## config.mk

```make
export PLATFORM = sky130hd
export DESIGN_NAME = hex_ascii_command_parser_top
export DESIGN_NICKNAME = d
export VERILOG_FILES = /design/src/rtl/hacp_pkg.sv /design/src/rtl/hex_ascii_command_parser_top.sv /design/src/rtl/hacp_fifo.sv /design/src/rtl/hacp_front.sv /design/src/rtl/hacp_back.sv
export SDC_FILE = /design/constraint.sdc
export NUM_CORES = 1
export LEC_CHECK = 0
export BUFFER_PORTS_ARGS = -buffer_cell sky130_fd_sc_hd__buf_2
export CAP_MARGIN = 30
export CORE_ASPECT_RATIO = 1.2
export CORE_UTILIZATION = 30
export DETAILED_ROUTE_END_ITERATION = 16
export SYNTH_ARGS = -nofsm -noshare
export SYNTH_HDL_FRONTEND = slang
export SYNTH_SLANG_ARGS = --single-unit
```

## constraint.sdc

```tcl
create_clock -name clk -period 9.1 [get_ports clk]
set_input_delay 1.365 -clock clk [delete_from_list [all_inputs] [get_ports clk]]
set_output_delay 1.365 -clock clk [all_outputs]
set_load 0.05 [all_outputs]
```

## src/rtl/hacp_pkg.sv

```systemverilog
// Shared types and constants of the hex ASCII command parser.
package hacp_pkg;

	localparam logic [7:0] CH_V    = 8'h56;
	localparam logic [7:0] CH_W    = 8'h57;
	localparam logic [7:0] CH_L    = 8'h4C;
	localparam logic [7:0] CH_T    = 8'h54;
	localparam logic [7:0] CH_STAR = 8'h2A;
	localparam logic [7:0] CH_0    = 8'h30;
	localparam logic [7:0] CH_9    = 8'h39;
	localparam logic [7:0] CH_A    = 8'h41;
	localparam logic [7:0] CH_F    = 8'h46;
	localparam logic [3:0] HEX_LETTER_OFS = 4'd9;

	localparam logic REG_LOGO_START    = 1'b0;
	localparam logic REG_CAMERA_ENABLE = 1'b1;

	typedef enum logic [2:0] {
		MODE_IDLE     = 3'd0,
		MODE_VOLT_HI  = 3'd1,
		MODE_VOLT_LO  = 3'd2,
		MODE_FP_DATA  = 3'd3,
		MODE_FP_SUM   = 3'd4,
		MODE_CAM_DATA = 3'd5,
		MODE_CAM_SUM  = 3'd6
	} mode_t;

	typedef enum logic [1:0] {
		EV_VOLTAGE = 2'd0,
		EV_BEGIN   = 2'd1,
		EV_BYTE    = 2'd2,
		EV_COMMIT  = 2'd3
	} ev_kind_t;

	typedef struct packed {
		logic [7:0] data;
		logic       is_hex;
		logic [3:0] nibble;
		logic       is_star;
		logic       is_v;
		logic       is_w;
		logic       is_l;
		logic       is_t;
	} class_t;

	typedef struct packed {
		ev_kind_t    kind;
		logic        chan;
		logic [15:0] value;
	} result_t;

endpackage

```

## src/rtl/hex_ascii_command_parser_top.sv

```systemverilog
// Top level of the hex ASCII command parser with its configuration registers.
// An accepted item is written into the middle queue, and any result it yields into the result queue, before it shows.
// Throughput: one item per cycle while neither queue is full; the back stage state machine steps once per item.
// Both queues let input and result sides stall independently without losing items.
// Reset: queues empty, parser idle, logo_start cleared and camera_enable set.
module hex_ascii_command_parser_top #(
	parameter int QUEUE_DEPTH  = 2,
	parameter int RESULT_DEPTH = 2
) (
	input  logic        clk,
	input  logic        arst_n,
	input  logic        push,
	output logic        full,
	input  logic [7:0]  rx_byte,
	output logic        empty,
	input  logic        pop,
	output logic [1:0]  event_kind,
	output logic        channel,
	output logic [15:0] value,
	input  logic        write_en,
	input  logic        reg_index,
	input  logic        write_data
);

	localparam int CLS_W = $bits(hacp_pkg::class_t);
	localparam int RES_W = $bits(hacp_pkg::result_t);

	logic              logo_start_q;
	logic              camera_enable_q;
	logic              mid_full;
	logic              mid_wr;
	logic              mid_empty;
	logic              mid_rd;
	hacp_pkg::class_t  mid_in;
	hacp_pkg::class_t  mid_out;
	logic              res_full;
	logic              res_wr;
	hacp_pkg::result_t res_in;
	hacp_pkg::result_t res_out;

	always_ff @(posedge clk or negedge arst_n) begin
		if (!arst_n) begin
			logo_start_q    <= 1'b0;
			camera_enable_q <= 1'b1;
		end else if (write_en) begin
			if (reg_index == hacp_pkg::REG_LOGO_START) begin
				logo_start_q <= write_data;
			end
			if (reg_index == hacp_pkg::REG_CAMERA_ENABLE) begin
				camera_enable_q <= write_data;
			end
		end
	end

	hacp_front u_front (
		.push    (push),
		.rx_byte (rx_byte),
		.full    (full),
		.q_full  (mid_full),
		.q_wr    (mid_wr),
		.q_item  (mid_in)
	);

	hacp_fifo #(
		.WIDTH (CLS_W),
		.DEPTH (QUEUE_DEPTH)
	) u_mid_q (
		.clk     (clk),
		.arst_n  (arst_n),
		.wr_en   (mid_wr),
		.wr_data (mid_in),
		.full    (mid_full),
		.rd_en   (mid_rd),
		.rd_data (mid_out),
		.empty   (mid_empty)
	);

	hacp_back u_back (
		.clk           (clk),
		.arst_n        (arst_n),
		.logo_start    (logo_start_q),
		.camera_enable (camera_enable_q),
		.item_valid    (!mid_empty),
		.item          (mid_out),
		.item_pop      (mid_rd),
		.res_full      (res_full),
		.res_valid     (res_wr),
		.res           (res_in)
	);

	hacp_fifo #(
		.WIDTH (RES_W),
		.DEPTH (RESULT_DEPTH)
	) u_res_q (
		.clk     (clk),
		.arst_n  (arst_n),
		.wr_en   (res_wr),
		.wr_data (res_in),
		.full    (res_full),
		.rd_en   (pop && !empty),
		.rd_data (res_out),
		.empty   (empty)
	);

	assign event_kind = res_out.kind;
	assign channel    = res_out.chan;
	assign value      = res_out.value;

endmodule

```

## src/rtl/hacp_fifo.sv

```systemverilog
// Small register queue used between the parser stages and at the result side.
module hacp_fifo #(
	parameter int WIDTH = 8,
	parameter int DEPTH = 2
) (
	input  logic             clk,
	input  logic             arst_n,
	input  logic             wr_en,
	input  logic [WIDTH-1:0] wr_data,
	output logic             full,
	input  logic             rd_en,
	output logic [WIDTH-1:0] rd_data,
	output logic             empty
);

	localparam int PW = (DEPTH > 1) ? $clog2(DEPTH) : 1;
	localparam int CW = $clog2(DEPTH + 1);

	logic [WIDTH-1:0] mem_q [DEPTH];
	logic [PW-1:0]    wr_ptr_q;
	logic [PW-1:0]    rd_ptr_q;
	logic [CW-1:0]    count_q;

	function automatic logic [PW-1:0] ptr_next(input logic [PW-1:0] p);
		logic [PW-1:0] n;
		if (p == PW'(DEPTH - 1)) begin
			n = '0;
		end else begin
			n = p + 1'b1;
		end
		return n;
	endfunction

	assign full    = (count_q == CW'(DEPTH));
	assign empty   = (count_q == '0);
	assign rd_data = mem_q[rd_ptr_q];

	always_ff @(posedge clk) begin
		if (wr_en) begin
			mem_q[wr_ptr_q] <= wr_data;
		end
	end

	always_ff @(posedge clk or negedge arst_n) begin
		if (!arst_n) begin
			wr_ptr_q <= '0;
			rd_ptr_q <= '0;
			count_q  <= '0;
		end else begin
			if (wr_en) begin
				wr_ptr_q <= ptr_next(wr_ptr_q);
			end
			if (rd_en) begin
				rd_ptr_q <= ptr_next(rd_ptr_q);
			end
			if (wr_en && !rd_en) begin
				count_q <= count_q + 1'b1;
			end else if (rd_en && !wr_en) begin
				count_q <= count_q - 1'b1;
			end
		end
	end

endmodule

```

## src/rtl/hacp_front.sv

```systemverilog
// Front stage: accepts received bytes and classifies each character.
module hacp_front (
	input  logic             push,
	input  logic [7:0]       rx_byte,
	output logic             full,
	input  logic             q_full,
	output logic             q_wr,
	output hacp_pkg::class_t q_item
);

	logic is_digit;
	logic is_letter;

	assign full      = q_full;
	assign q_wr      = push && !q_full;
	assign is_digit  = (rx_byte >= hacp_pkg::CH_0) && (rx_byte <= hacp_pkg::CH_9);
	assign is_letter = (rx_byte >= hacp_pkg::CH_A) && (rx_byte <= hacp_pkg::CH_F);

	always_comb begin
		q_item.data    = rx_byte;
		q_item.is_hex  = is_digit || is_letter;
		q_item.nibble  = is_letter ? (rx_byte[3:0] + hacp_pkg::HEX_LETTER_OFS) : rx_byte[3:0];
		q_item.is_star = (rx_byte == hacp_pkg::CH_STAR);
		q_item.is_v    = (rx_byte == hacp_pkg::CH_V);
		q_item.is_w    = (rx_byte == hacp_pkg::CH_W);
		q_item.is_l    = (rx_byte == hacp_pkg::CH_L);
		q_item.is_t    = (rx_byte == hacp_pkg::CH_T);
	end

endmodule

```

## src/rtl/hacp_back.sv

```systemverilog
// Back stage: message state machine, checksums and result generation.
module hacp_back (
	input  logic              clk,
	input  logic              arst_n,
	input  logic              logo_start,
	input  logic              camera_enable,
	input  logic              item_valid,
	input  hacp_pkg::class_t  item,
	output logic              item_pop,
	input  logic              res_full,
	output logic              res_valid,
	output hacp_pkg::result_t res
);

	hacp_pkg::mode_t mode_q, mode_d;
	logic            pend_q, pend_d;
	logic [3:0]      nib_q, nib_d;
	logic [7:0]      sum_q, sum_d;
	logic [7:0]      vhi_q, vhi_d;
	logic [7:0]      byte_w;
	logic            chan_w;
	logic            start_fp;

	assign item_pop = item_valid && !res_full;
	assign byte_w   = {nib_q, item.nibble};
	assign chan_w   = (mode_q == hacp_pkg::MODE_CAM_DATA) || (mode_q == hacp_pkg::MODE_CAM_SUM);
	assign start_fp = logo_start ? item.is_l : item.is_w;

	always_ff @(posedge clk or negedge arst_n) begin
		if (!arst_n) begin
			mode_q <= hacp_pkg::MODE_IDLE;
			pend_q <= 1'b0;
			nib_q  <= '0;
			sum_q  <= '0;
			vhi_q  <= '0;
		end else begin
			mode_q <= mode_d;
			pend_q <= pend_d;
			nib_q  <= nib_d;
			sum_q  <= sum_d;
			vhi_q  <= vhi_d;
		end
	end

	always_comb begin
		mode_d    = mode_q;
		pend_d    = pend_q;
		nib_d     = nib_q;
		sum_d     = sum_q;
		vhi_d     = vhi_q;
		res_valid = 1'b0;
		res.kind  = hacp_pkg::EV_VOLTAGE;
		res.chan  = 1'b0;
		res.value = '0;
		if (item_pop) begin
			unique case (mode_q)
				hacp_pkg::MODE_VOLT_HI: begin
					vhi_d  = item.data;
					mode_d = hacp_pkg::MODE_VOLT_LO;
				end
				hacp_pkg::MODE_VOLT_LO: begin
					res_valid = 1'b1;
					res.kind  = hacp_pkg::EV_VOLTAGE;
					res.value = {vhi_q[6:0], item.data, 1'b0};
					mode_d    = hacp_pkg::MODE_IDLE;
				end
				hacp_pkg::MODE_FP_DATA, hacp_pkg::MODE_CAM_DATA: begin
					if (item.is_star) begin
						pend_d = 1'b0;
						mode_d = chan_w ? hacp_pkg::MODE_CAM_SUM : hacp_pkg::MODE_FP_SUM;
					end else if (!item.is_hex) begin
						mode_d = hacp_pkg::MODE_IDLE;
					end else begin
						if (!chan_w) begin
							sum_d = sum_q + item.data;
						end
						if (!pend_q) begin
							nib_d  = item.nibble;
							pend_d = 1'b1;
						end else begin
							pend_d = 1'b0;
							if (chan_w) begin
								sum_d = sum_q + byte_w;
							end
							res_valid = 1'b1;
							res.kind  = hacp_pkg::EV_BYTE;
							res.chan  = chan_w;
							res.value = {8'h00, byte_w};
						end
					end
				end
				hacp_pkg::MODE_FP_SUM, hacp_pkg::MODE_CAM_SUM: begin
					if (!item.is_hex) begin
						mode_d = hacp_pkg::MODE_IDLE;
					end else if (!pend_q) begin
						nib_d  = item.nibble;
						pend_d = 1'b1;
					end else begin
						pend_d = 1'b0;
						mode_d = hacp_pkg::MODE_IDLE;
						if (byte_w == sum_q) begin
							res_valid = 1'b1;
							res.kind  = hacp_pkg::EV_COMMIT;
							res.chan  = chan_w;
						end
					end
				end
				default: begin
					mode_d = hacp_pkg::MODE_IDLE;
					if (item.is_v) begin
						mode_d = hacp_pkg::MODE_VOLT_HI;
					end else if (start_fp) begin
						pend_d    = 1'b0;
						sum_d     = '0;
						mode_d    = hacp_pkg::MODE_FP_DATA;
						res_valid = 1'b1;
						res.kind  = hacp_pkg::EV_BEGIN;
					end else if (camera_enable && item.is_t) begin
						pend_d    = 1'b0;
						sum_d     = '0;
						mode_d    = hacp_pkg::MODE_CAM_DATA;
						res_valid = 1'b1;
						res.kind  = hacp_pkg::EV_BEGIN;
						res.chan  = 1'b1;
					end
				end
			endcase
		end
	end

	a_res_from_item: assert property (@(posedge clk) disable iff (!arst_n)
		res_valid |-> item_pop)
		else $error("result produced without consuming an item");

	a_commit_zero: assert property (@(posedge clk) disable iff (!arst_n)
		(res_valid && res.kind == hacp_pkg::EV_COMMIT) |-> (res.value == '0))
		else $error("commit item carries a nonzero value");

	a_volt_chan: assert property (@(posedge clk) disable iff (!arst_n)
		(res_valid && res.kind == hacp_pkg::EV_VOLTAGE) |-> !res.chan)
		else $error("voltage item on camera channel");

	a_volt_seq: assert property (@(posedge clk) disable iff (!arst_n)
		(item_pop && mode_q == hacp_pkg::MODE_VOLT_HI) |=> (mode_q == hacp_pkg::MODE_VOLT_LO))
		else $error("voltage high byte not followed by low byte state");

endmodule
```

After elaboration in Yosys (flattened, before gate mapping)
Memories as Yosys holds them, arrays and structs flattened.
Cells that the tools add are included.
- add/sub/neg operators: 11
- order comparisons: 4
- equality and inequality tests: 20
- muxes and demuxes: 68
- bitwise gates (word level): 3
- reduce and logical (&&, ||, !) cells: 38
- operator list (operator ; number):
    $mux W19 ; 4
    $mux W8 ; 8
    $mux W3 ; 11
    $eq A8 B7 Y1 const B ; 4
    $pmux W16 S2 ; 1
    $mux W1 ; 26
    $add A8 B8 Y8 ; 2
    $mux W4 ; 4
    $pmux W8 S2 ; 1
    $mux W2 ; 7
    $pmux W3 S4 ; 1
    $logic_and A1 B1 Y1 ; 10
    $eq A3 B3 Y1 const B ; 3
    $eq A8 B6 Y1 const B ; 1
    $eq A8 B8 Y1 ; 1
    $ge A8 B6 Y1 const B ; 1
    $ge A8 B7 Y1 const B ; 1
    $le A8 B6 Y1 const B ; 1
    $le A8 B7 Y1 const B ; 1
    $logic_not A1 Y1 ; 8
    $pmux W4 S2 ; 1
    $eq A3 B2 Y1 const B ; 2
    $ne A3 B3 Y1 const B ; 2
    $pmux W1 S3 ; 2
    other kinds (23) ; 41
- flip-flop bits (word level): 33
- memory bits (writable): 74
- output and inout port bits: 21
- memories: 2
- memory list (name ; words ; bits a word ; rd ports ; clocked after memory_dff ; wr ports ; line ; text):
    u_res_q.mem_q ; 2 ; 19 ; 1 ; 0 ; 1 ; hacp_fifo.sv:19 ; logic [WIDTH-1:0] mem_q [DEPTH];
    u_mid_q.mem_q ; 2 ; 18 ; 1 ; 0 ; 1 ; hacp_fifo.sv:19 ;

Depth between registers and ports, before layout
An unclocked memory read counts as a cell.
- depth after elaboration: 11
- gate-level depth with buffers: 13
- depth with buffers taken out: 12

Hierarchy
A second synthesis with hierarchy kept.
- cell total of the unflattened synthesis: 437
- area, all modules: 5769.3 um^2
- by module, submodules not included (module ; instances ; cells an instance ; area an instance (um^2)):
    hacp_back ; 1 ; 239 ; 2177.1
    hacp_fifo (u_res_q) ; 1 ; 75 ; 1637.8
    hacp_fifo (u_mid_q) ; 1 ; 72 ; 1535.2
    hacp_front ; 1 ; 43 ; 321.6
    hex_ascii_command_parser_top ; 1 ; 8 ; 97.6

Worst setup path before layout
Ideal clock, no wire load.
- kind: reg2reg
- from: register u_mid_q.rd_ptr_q
- to: memory u_res_q.mem_q[0][0] (netlist bit) (enable)
- setup time: 0.397 ns
- data arrival time: 3.601 ns
- required time: 8.703 ns
- path slack: 5.102 ns
- cell stages (with the launch flop): 10
- period minus slack after synthesis: 3.998 ns
- cell sequence: dfrtp_1 -> buf_6 -> clkbuf_1 -> mux2_2 -> ha_1 -> or4_1 -> nor4_4 -> a21oi_1 -> a31oi_4 -> nor2b_1
- RTL lines (what ; line ; text):
    start: declaration ; hacp_fifo.sv:21 ; logic [PW-1:0] rd_ptr_q;
    start signal: assignment ; hacp_fifo.sv:54 ; rd_ptr_q <= ptr_next(rd_ptr_q);
    end: declaration ; hacp_fifo.sv:19 ;

==> metrics.cfg <==
[finish]
syn_to_final_growth_pct=12.5
layout-drive-gt1-share=0.227
multiInputGateArea_sq_um=2350
diodes=0
seq_area_sq_um=3050
nets=509
fillCellCount=1782
fin_cells=699

[clock_network]
cts_hold_buf=0
clock-sinks=107
clockBufferDepth=2
postCtsSetupBuffers=0
h-tree-depth=3
cts_tree=yes
clock_latency_ns=0.35
clk_pin_slew_ns=0.07
ctsResizeCount=0
numCtsBuffers=9
cts_root_buffer=clkbuf_16

[floorplan]
start_util=0.306
die_y_microns=151
rows=54
core_sq_um=18100
ioPinCount=36
die_x_microns=126
die-area_sq_um=19000

[critical_path]
critPathArrivalTime_ns=4.06
path_cells=mux2_2 > ha_1 > or4_1 > nor4_4 > a21oi_1 > a31oi_4 > and2_1
cpPeakStageDelay_ns=0.89
worst-r2r-cell-count=7
r2r-start=u_mid_q.rd_ptr_q$_DFFE_PN0P_
cp_max_fo=20
cp-end-kind=flip-flop
critPathKind=reg -> reg
r2r-end=u_res_q.mem_q[1][6]$_DFFE_PP_
worst_ep_required_time_ns=9.07
rrSetupSlack_ns=5.02
crit_slowest_cell=dfrtp_1
start_kind=flip-flop

[routing]
post_drt_wl_per_cell_microns=16.5
drc_errors=0
via_per_inst=5.03
vias=3516
totalWireLength_mm=11.5
ant_nets=0
firstDrtPassIters=5
drt_iter0_drc=156

[synth]
syn-cell-area_sq_um=5530
synth_largest_area_cell=edfxtp_1
synth_flop_cell=edfxtp_1
synthTopCellsByArea=edfxtp_1 (40%), dfrtp_1 (14%), mux2_2 (9.2%)
netlist-cell-type-count=61
synth_edf_count=74
ys_seq_area_frac=0.551
syn_nets=478
syn_inst=439
ys_warn_count=0
syn_avg_cell_area_sq_um=12.6
synth-seq-cells=107
async_flop_share=0.308
synth_top_area_share=0.402

[placement]
hpwl_mm=8.59
dp.cells=683
gp_congestion=0.951
pre_cts_slack_ns=4.96
io_buffers=35

[sta]
worstMarginPinSlew_ns=1.01
final.min_clock_period_ns=4.08
fin_ws_ns=5.02
clock_skew_ns=0.00553
fin_crit_sh=0.448
slew_headroom=0.323
rsz0062_at_grt=no
tns_ns=0
max_freq_mhz=245
maxSlewViolCount=0
setup_viol_count_final=0
hold_violations=0

[power_and_ir_drop]
leakagePower_nw=2.39
ir_drop_mv=0.131
p_per_area_nw_per_um2=399

[grt]
antenna_found_initial=0
grt_max_degree=34
grt_pass1_vias=3621
grt_first_pass_wirelength_mm=18.8
grt_overflow=0
grt_util_all_layers=0.131

[run]
cap_viol_max_count=0

[worst_hold_path]
min_to=u_res_q.wr_ptr_q$_DFFE_PN0P_
worstHoldStart=u_res_q.wr_ptr_q$_DFFE_PN0P_
hold_depth=1
min_path_type=reg -> reg

[status]
outcome=complete, no violations

[cell usage after synthesis (3+ instances only)]
cell and instances:
a211oi_1 5, a21o_1 4, a21oi_1 17, a22o_1 3
a22oi_1 7, a2bb2oi_1 5, a31oi_1 3, and2_1 7
and3_1 9, buf_2 4, clkbuf_1 12, dfrtp_1 32
edfxtp_1 74, ha_1 22, inv_1 16, mux2_2 45
mux2i_1 5, nand2_1 21, nand2b_1 8, nand3_1 7
nand4_1 3, nor2_1 29, nor2b_1 6, nor3_1 6
nor3b_1 4, o21ai_0 19, o21bai_1 3, xnor2_1 13
xor2_1 10
[per-layer routing]
| metal | up-vias | global-route usage | share of wire |
|---|---|---|---|
| met3 | 26 | 0.0345 | 0.041 |
| met4 | 0 | 0.0693 | 0.037 |
| li1 | 1703 | - | - |
| met2 | 85 | 0.218 | 0.48 |
| met5 | - | 0 | 0 |
| met1 | 1702 | 0.155 | 0.44 |
[state kept, by name (all words and copies together), names as in the netlist, 2 cells and up]
register	count
u_back.nib_q	4
u_back.sum_q	8
u_res_q.count_q	2
u_back.vhi_q	7
u_mid_q.mem_q	36
u_mid_q.count_q	2
u_back.mode_q	3
u_res_q.mem_q	38
[power breakdown]
group	total [mW]	internal [mW]	switching, mW
registers	0.875	0.727	0.148
logic	1.22	0.471	0.752
clock network	0.387	0.221	0.167
[logic make-up after synthesis]
group / count (synthesis) / synth area share
xor gates and xnor gates: 23 / 0.0364
DFF: 107 / 0.551
muxes: 51 / 0.105
buffers and inverters: 33 / 0.0246
and+or+nand+nor: 112 / 0.111
AOI/OAI and AO/OA: 89 / 0.115
adders and majority gates: 24 / 0.0570
[cell type report]
type / count / share of cell area
Inverter: 16 / 0.00965
Clock buffer: 12 / 0.0396
Multi-Input combinational cell: 299 / 0.377
Tap cell: 224 / 0.0450
Clock inverter: 4 / 0.00804
Timing Repair Buffer: 37 / 0.0306
Sequential cell: 107 / 0.490
[cells in the final DEF, fill, tap and decap left out, types with 6 or more instances in the layout]
cell / synthesis / routed
xor2_1: 10 / 10
nand2_1: 21 / 21
nor2_1: 29 / 29
xnor2_1: 13 / 13
nand3_1: 7 / 7
and3_1: 9 / 9
clkbuf_16: 0 / 9
a21oi_1: 17 / 17
buf_2: 4 / 35
inv_1: 16 / 16
edfxtp_1: 74 / 74
and2_1: 7 / 7
a22oi_1: 7 / 7
mux2_2: 45 / 45
ha_1: 22 / 22
nand2b_1: 8 / 8
nor3_1: 6 / 6
nor2b_1: 6 / 6
o21ai_0: 19 / 19
dfrtp_1: 32 / 32
[stage by stage]
stage / area, sq um / utilization / total power [mW] / hold slack (ns)
global placement: 5930 / 0.327 / 2.09 / 0.473
floorplan: 5530 / - / 1.83 / 0.455
CTS: 6220 / 0.344 / 2.50 / 0.485
finish: 6220 / 0.344 / 2.49 / 0.483
global route: 6220 / 0.344 / 2.66 / 0.520
detailed placement: 5930 / 0.327 / 2.11 / 0.483
[worst max path at each step]
stage,slack (ns),start,end
2_1_floorplan,5.10,u_mid_q.rd_ptr_q$_DFFE_PN0P_,u_res_q.mem_q[0][0]$_DFFE_PP_
3_3_place_gp,5.04,u_mid_q.rd_ptr_q$_DFFE_PN0P_,u_res_q.mem_q[1][5]$_DFFE_PP_
3_5_place_dp,4.96,u_mid_q.rd_ptr_q$_DFFE_PN0P_,u_res_q.mem_q[1][1]$_DFFE_PP_
4_1_cts,4.94,u_mid_q.rd_ptr_q$_DFFE_PN0P_,u_res_q.mem_q[1][6]$_DFFE_PP_
5_1_grt,4.72,u_mid_q.rd_ptr_q$_DFFE_PN0P_,u_res_q.mem_q[1][7]$_DFFE_PP_
6_report,5.02,u_mid_q.rd_ptr_q$_DFFE_PN0P_,u_res_q.mem_q[1][6]$_DFFE_PP_
[worst max-delay path, delay by kind of cell, from the launching register on]
family                   cells  cell delay [ns]
AND/OR/NAND/NOR              3             1.55
adder cells (fa/ha/maj)      1             0.37
multiplexers                 1             0.45
AO/OA/AOI/OAI                2             0.43
flip-flops                   1             0.89
(Power assumes the default switching activity.)
